`src/design/umc_pkg.sv`:
```
// Shared types, codes and defaults for the universal machine core.
package umc_pkg;

   // Defaults for the top-level parameters.
   localparam int DEF_NUM_ARRAYS  = 64;
   localparam int DEF_ARRAY_DEPTH = 1024;

   // Fixed architectural sizes.
   localparam int NUM_REGS  = 8;
   localparam int REG_AW    = 3;
   localparam int PC_OUT_W  = 10;
   localparam int OPC_LSB   = 28;
   localparam int IMM_A_LSB = 25;
   localparam logic [31:0] IMM_MASK = 32'd33554431;
   localparam logic [31:0] OUT_MAX  = 32'd255;

   // Result status codes.
   localparam logic [1:0] ST_OK     = 2'd0;
   localparam logic [1:0] ST_HALT   = 2'd1;
   localparam logic [1:0] ST_FAULT  = 2'd2;
   localparam logic [1:0] ST_NOSLOT = 2'd3;

   // Run state codes.
   localparam logic [1:0] RUN_GO    = 2'd0;
   localparam logic [1:0] RUN_HALT  = 2'd1;
   localparam logic [1:0] RUN_FAULT = 2'd2;

   // Input actions.
   localparam logic ACT_LOAD = 1'b0;
   localparam logic ACT_STEP = 1'b1;

   // Opcodes.
   localparam logic [3:0] OP_CMOV  = 4'd0;
   localparam logic [3:0] OP_INDEX = 4'd1;
   localparam logic [3:0] OP_AMEND = 4'd2;
   localparam logic [3:0] OP_ADD   = 4'd3;
   localparam logic [3:0] OP_MUL   = 4'd4;
   localparam logic [3:0] OP_DIV   = 4'd5;
   localparam logic [3:0] OP_NAND  = 4'd6;
   localparam logic [3:0] OP_HALT  = 4'd7;
   localparam logic [3:0] OP_ALLOC = 4'd8;
   localparam logic [3:0] OP_FREE  = 4'd9;
   localparam logic [3:0] OP_OUT   = 4'd10;
   localparam logic [3:0] OP_IN    = 4'd11;
   localparam logic [3:0] OP_LDPRG = 4'd12;
   localparam logic [3:0] OP_ORTH  = 4'd13;

   // Input word.
   typedef struct packed {
      logic        action;
      logic [31:0] data_word;
   } umc_req_type;

   // Result word.
   typedef struct packed {
      logic [1:0] status;
      logic       out_valid;
      logic [7:0] out_byte;
      logic       input_taken;
      logic [9:0] pc_now;
   } umc_rsp_type;

   // Classified command held in the queue between front and back.
   typedef struct packed {
      logic        is_step;
      logic [31:0] data;
   } umc_cmd_type;

   // Queue head as seen by the back end.
   typedef struct packed {
      logic        valid;
      umc_cmd_type cmd;
   } umc_head_type;

endpackage

```
`src/design/umc_front.sv`:
```
// Front end: accepts input words, classifies them and queues them for the back end.
module umc_front (
   input  logic                 clock,
   input  logic                 reset,
   input  logic                 start,
   output logic                 busy,
   input  umc_pkg::umc_req_type req_item,
   input  logic                 pop,
   output umc_pkg::umc_head_type head
);
   import umc_pkg::*;

   umc_cmd_type ent_ff [2];
   logic        wptr_ff, wptr_in;
   logic        rptr_ff, rptr_in;
   logic [1:0]  cnt_ff, cnt_in;
   logic        push;
   umc_cmd_type cmd;

   // Classify the incoming word.
   always_comb begin
      cmd.is_step = (req_item.action == ACT_STEP);
      cmd.data    = req_item.data_word;
   end

   assign busy = (cnt_ff == 2'd2);
   assign push = start && !busy;

   // Pointer and fill count updates.
   always_comb begin
      wptr_in = push ? !wptr_ff : wptr_ff;
      rptr_in = pop ? !rptr_ff : rptr_ff;
      cnt_in  = cnt_ff + {1'b0, push} - {1'b0, pop};
   end

   always_ff @(posedge clock) begin
      if (reset) begin
         wptr_ff <= 1'b0;
         rptr_ff <= 1'b0;
         cnt_ff  <= 2'd0;
      end else begin
         wptr_ff <= wptr_in;
         rptr_ff <= rptr_in;
         cnt_ff  <= cnt_in;
      end
      if (push) begin
         ent_ff[wptr_ff] <= cmd;
      end
   end

   assign head.valid = (cnt_ff != 2'd0);
   assign head.cmd   = ent_ff[rptr_ff];
endmodule

```
`config.mk`:
```
export PLATFORM = sky130hd
export DESIGN_NAME = umc_front
export DESIGN_NICKNAME = d
export VERILOG_FILES = /design/src/design/umc_pkg.sv /design/src/design/umc_front.sv
export SDC_FILE = /design/constraint.sdc
export NUM_CORES = 1
export LEC_CHECK = 0
export BUFFER_PORTS_ARGS = -buffer_cell sky130_fd_sc_hd__buf_4
export CAP_MARGIN = 20
export CORE_MARGIN = 2
export CORE_UTILIZATION = 36
export CTS_CLUSTER_DIAMETER = 150
export DETAILED_ROUTE_END_ITERATION = 8
export GPL_TIMING_DRIVEN = 0
export SYNTH_ARGS = -nofsm -noshare
export SYNTH_HDL_FRONTEND = slang
export SYNTH_SLANG_ARGS = --single-unit
```
`constraint.sdc`:
```
create_clock -name clock -period 5.6 [get_ports clock]
set_input_delay 0.28 -clock clock [delete_from_list [all_inputs] [get_ports clock]]
set_output_delay 0.28 -clock clock [all_outputs]
set_load 0.02 [all_outputs]
```
Word-level counts from Yosys, hierarchy flattened
Memories as Yosys holds them, arrays and structs flattened. A register that Yosys moved wholly into a read port is not among the register bits.
Index checks and enable logic that the tools add are counted.
{"block": "op_classes", "add_sub_neg": 2, "eq_ne": 1, "reduce_logical": 5, "mux": 4}
{"op": "two-way mux 1 bit", "n": 4}
{"op": "logical NOT 1 bit", "n": 3}
{"op": "adder 2 x 1 -> 2 bit", "n": 1}
{"op": "== test 2 bit (second input constant)", "n": 1}
{"op": "nonzero test 2 bit", "n": 1}
{"op": "subtractor 2 x 1 -> 2 bit", "n": 1}
{"op": "logical AND 1 bit", "n": 1}
{"block": "word_totals", "memories": 1, "mem_bits_rw": 66, "register_bits": 4, "input_bits": 37, "word_cells": 16}
{"memory": "ent_ff", "depth": 2, "width": 33, "rd": 1, "rd_ports_with_merged_regs": 1, "wr": 1, "line": "umc_front.sv:13", "source": "umc_cmd_type ent_ff [2];"}

Depth between registers and ports, before layout
{"block": "depth", "word_depth": 5, "mapped_depth": 8}

Least setup slack after synthesis
No wires, ideal clock.
{"block": "synth_timing", "path_type": "register -> register", "startpoint": "register cnt_ff[0]", "endpoint": "memory ent_ff[0][0] (netlist bit), enable pin", "synth_period_minus_slack_ns": 1.895, "setup_time_ns": 0.388, "path_stages_with_launch": 5, "path_slack_ns": 3.705, "t_arrival_ns": 1.507, "path_cell_list": "dfxtp_1 -> nand2b_2 -> inv_2 -> or3_1 -> inv_1"}
{"block": "synth_between", "elab_chain_len": 5}
{"item": "start: declaration", "line": "umc_front.sv:16", "source": "logic [1:0] cnt_ff, cnt_in;"}
{"item": "start signal: assignment", "line": "umc_front.sv:44", "source": "cnt_ff <= cnt_in;"}
{"item": "== test 2 bit", "line": "umc_front.sv:26", "source": "assign busy = (cnt_ff == 2'd2);"}
{"item": "named net busy", "line": "umc_front.sv:6", "source": "output logic busy,"}
{"item": "logical NOT 1 bit", "line": "umc_front.sv:27", "source": "assign push = start && !busy;"}
{"item": "logical AND 1 bit", "line": "umc_front.sv:27"}
{"item": "two-way mux 1 bit", "line": "umc_front.sv:46", "source": "if (push) begin"}
{"item": "two-way mux 1 bit (not written as such)", "line": "umc_front.sv:47", "source": "ent_ff[wptr_ff] <= cmd;"}
{"item": "end: declaration", "line": "umc_front.sv:13"}
The timed path passes the listed nets, and every way through them passes these cells.

Final worst setup path
{"block": "layout_timing", "startpoint": "register cnt_ff[0]", "endpoint": "memory ent_ff[0][14] (netlist bit), enable pin"}
{"block": "layout_between", "elab_chain_len": 5}
{"item": "== test 2 bit", "line": "umc_front.sv:26"}
{"item": "logical NOT 1 bit", "line": "umc_front.sv:27"}
{"item": "logical AND 1 bit", "line": "umc_front.sv:27"}
{"item": "two-way mux 1 bit", "line": "umc_front.sv:46"}
{"item": "two-way mux 1 bit (not written as such)", "line": "umc_front.sv:47"}
Every way passes these cells.

==> results.rst <==
.. list-table::
   :header-rows: 1

   * - Metric
     - Value
   * - Number of global-route vias before repair
     - approximately 1300
   * - Number of nets in the layout
     - 250
   * - Starting density of the core
     - 0.367
   * - Total of max-cap violations
     - 0
   * - Number of nets with antenna violations after detailed routing
     - 0
   * - Proportion of register bits with asynchronous set or reset after synthesis
     - 0
   * - Worst path cell trace
     - nand2b_2, inv_2, or3_1, inv_1, buf_16
   * - Register clock-pin slew on the reported worst setup and hold paths
     - about 0.08 ns
   * - Maximum VDD drop
     - ~0.13 mV
   * - GR Util All Layers
     - 0.114
   * - Sw Share
     - 0.276
   * - Required time worst endpoint
     - 5.64 ns
   * - TritonCTS clock tree
     - done
   * - Setup repair after global routing missed its margin
     - false
   * - Type of the tightest min-delay check
     - input pin to flop
   * - Via density per instance
     - roughly 4.4
   * - Flip-flop cell with the highest count after synthesis
     - sky130_fd_sc_hd__edfxtp_1
   * - Final Max Tran Viols
     - 0
   * - Max incr delay on CP
     - 0.54 ns
   * - Slew at the pin closest to its max-slew limit
     - 0.828 ns
   * - Clock root buffer master
     - sky130_fd_sc_hd__clkbuf_8
   * - Crit path from
     - cnt_ff[0]$_SDFF_PP0_
   * - Number of antenna violations at the first check in global routing
     - 0
   * - Cell-internal power
     - 971 uW
   * - Top cell family by delay on the critical path
     - buffers and inverters
   * - Number of hold violations in the final report
     - 0
   * - Flop pwr share
     - 0.508
   * - Post-Synthesis Net Count
     - 167
   * - Cell with the largest stage delay on the worst path
     - sky130_fd_sc_hd__inv_1
   * - Shortest clock period the worst path allows after layout
     - 1.93 ns
   * - Average wire per standard cell
     - 14.2 um
   * - Sinks on Clock Net
     - 71
   * - Share of Yosys cell area claimed by the top area cell type
     - 0.757
   * - Routability Congestion
     - between 0.6 and 0.7
   * - FP Rows
     - 31
   * - Largest area contributor in the synthesized netlist
     - sky130_fd_sc_hd__edfxtp_1
   * - Setup slack after layout
     - about 3.7 ns
   * - Synth cell types
     - 19
   * - Via count of the routed design
     - 1393
   * - Combinational group share of total power
     - 0.232
   * - I/O Buffers
     - 71
   * - Seq cells post-synth
     - 71
   * - H-tree depth reported by CTS
     - 3
   * - Number of warnings issued by yosys
     - 0
   * - Gr ovfl total
     - 0
   * - Pin count of the biggest net entering global routing
     - 34
   * - Mean instance size in the synthesized netlist
     - 20.5 um2
   * - Detailed placer's ending HPWL
     - 2960 um
   * - Clock network fraction of total power
     - 0.261
   * - Die outline height
     - 89.3 um
   * - Area grow syn2layout
     - 32.7%
   * - Area of the core
     - 0.00714 mm2
   * - Number of clock buffers inserted by TritonCTS
     - 9
   * - Number of antenna diodes
     - 0
   * - Fraction of layout cells with a size suffix above 1
     - 0.597
   * - Horiz. Die Dim
     - 89.3 um
   * - Netlist Area Pre-Place
     - 0.00262 mm2
   * - Setup WS pre-CTS
     - 3.64 ns
   * - Sequential fraction of the synthesis area
     - 0.795
   * - CP endpoint kind
     - flop
   * - Worst hold start
     - req_item[10]
   * - Synth top cells by count
     - sky130_fd_sc_hd__edfxtp_1, sky130_fd_sc_hd__mux2_2, sky130_fd_sc_hd__dfxtp_1
   * - Max Freq
     - 518 MHz
   * - Fraction of the cycle the final worst path needs
     - 0.344
   * - Post-detailed-routing wire length
     - about 4500 um
   * - Fin Clk Skew
     - 0.00892 ns
   * - IO Pins
     - a little over 70
   * - Clock latency of the later-clocked register in the worst-skew pair
     - 0.34 ns
   * - Synthesized instance count
     - 128
   * - Crit path arrival time
     - 1.97 ns
   * - Total power per unit cell area
     - 386 mW/mm2
   * - Kind of start point of the critical path
     - flop
   * - Pleak
     - 1.33 nW
   * - Reg-to-reg critical path startpoint
     - cnt_ff[0]$_SDFF_PP0_
   * - Min Hold Slack
     - 0.120 ns
   * - Critical path fanouts, max
     - 18
   * - Max_slew headroom
     - 0.448
   * - Synth area leaders
     - sky130_fd_sc_hd__edfxtp_1, sky130_fd_sc_hd__mux2_2, sky130_fd_sc_hd__dfxtp_1, sky130_fd_sc_hd__buf_6, sky130_fd_sc_hd__ha_1
   * - Global-route wire length before repair
     - 6200 um
   * - Outcome
     - completed
   * - Sum of negative setup slack
     - 0 ns
   * - Deepest clock path buffer count
     - 2
   * - Number of synthesized flops with an enable pin
     - 66
   * - Number of buffers inserted to repair setup after CTS
     - 0
   * - Post-route DRC violation count
     - 0
   * - DRC marker count from the first detailed-route iteration
     - 45
   * - Most instantiated library cell after synthesis
     - sky130_fd_sc_hd__edfxtp_1
   * - Post-cts repair resize count
     - 0
   * - Floorplan die area
     - approximately 0.008 mm2
   * - Count of buffering cells on the critical path with inverters included
     - 3
   * - Crit path kind
     - flop to flop
   * - Net switching power of the design
     - approximately 370 uW
   * - Number of iterations in the first detailed-routing pass
     - 4
   * - Final setup fails
     - 0
   * - Hold-fix buffer count after cts
     - 0
-- worst register-to-register path, delay by kind of cell, from the launching register on --
family	cells	cell delay, ns
flops	1	0.34
simple gates	2	0.47
buf+inv	3	0.82
-- metal layers --
layer | vias to the layer above | wire [um] | global-route usage
li1 | 658 | - | -
met1 | 679 | 1770 | 0.116
met2 | 47 | 2370 | 0.195
met3 | 9 | 252 | 0.0554
met4 | 0 | 84 | 0.0570
met5 | - | 0 | 0
-- layout make-up --
cell class | count | area, um2
fill | 659 | 3660
sequential | 71 | 2080
timing repair buffer | 72 | 561
multi-input combinational | 49 | 483
clock buffer | 9 | 124
tap | 99 | 124
clock inverter | 7 | 48.8
buffer | 4 | 38.8
inverter | 4 | 15.0
-- kinds of logic after synthesis --
family,count (synthesis),synth area share
flops,71,0.795
mux,33,0.142
simple gates,9,0.0191
buf+inv,8,0.0205
xor+xnor,3,0.0100
compound gates,2,0.00382
fa+ha+maj,2,0.00955
-- flip-flops by register name, indices dropped and copies added, names as in the netlist, named ones only --
signal,flops
wptr_ff,1
rptr_ff,1
ent_ff,66
cnt_ff,2
-- power by group through the flow --
stage	clock network [mW]	logic, mW	registers, mW
6_report	0.350	0.311	0.681
5_1_grt	0.385	0.334	0.688
4_1_cts	0.363	0.319	0.682
3_5_place_dp	0	0.317	0.694
3_3_place_gp	0	0.303	0.692
2_1_floorplan	0	0.183	0.688
-- stage by stage --
step,std cells,power [mW],instance area [um2],util
floorplan,128,0.871,2620,-
detailed placement,299,1.01,3300,0.463
CTS,315,1.36,3480,0.487
global placement,298,0.995,3280,0.459
global route,315,1.41,3480,0.487
finish,315,1.34,3480,0.487
-- cells in the final DEF (no fill, tap or decap) --
cell type / count
sky130_fd_sc_hd__buf_4: 71
sky130_fd_sc_hd__edfxtp_1: 66
sky130_fd_sc_hd__mux2_2: 33
sky130_fd_sc_hd__clkbuf_8: 9
sky130_fd_sc_hd__dfxtp_1: 5
sky130_fd_sc_hd__buf_6: 3
sky130_fd_sc_hd__inv_1: 3
sky130_fd_sc_hd__nor2_1: 3
sky130_fd_sc_hd__clkinv_2: 3
sky130_fd_sc_hd__xnor2_1: 2
sky130_fd_sc_hd__ha_1: 2
sky130_fd_sc_hd__clkinv_4: 2
sky130_fd_sc_hd__buf_2: 1
sky130_fd_sc_hd__nand2b_2: 1
sky130_fd_sc_hd__nand2_1: 1
sky130_fd_sc_hd__and3_2: 1
sky130_fd_sc_hd__or2_2: 1
sky130_fd_sc_hd__inv_2: 1
sky130_fd_sc_hd__or3_1: 1
sky130_fd_sc_hd__nor2b_1: 1
sky130_fd_sc_hd__o21ai_0: 1
sky130_fd_sc_hd__a21oi_1: 1
sky130_fd_sc_hd__xor2_1: 1
sky130_fd_sc_hd__inv_6: 1
sky130_fd_sc_hd__clkinvlp_4: 1
sky130_fd_sc_hd__buf_16: 1
-- final timing paths --
check                             to  slack [ns]  depth (start not counted)
max          ent_ff[0][14]$_DFFE_PP_        3.67                          5
min          ent_ff[0][10]$_DFFE_PP_        0.12                          1
max reg2reg  ent_ff[0][14]$_DFFE_PP_        3.67                          5
min reg2reg     wptr_ff$_SDFFE_PP0P_        0.50                          2
Note: power is estimated with default switching activity, not from simulation.
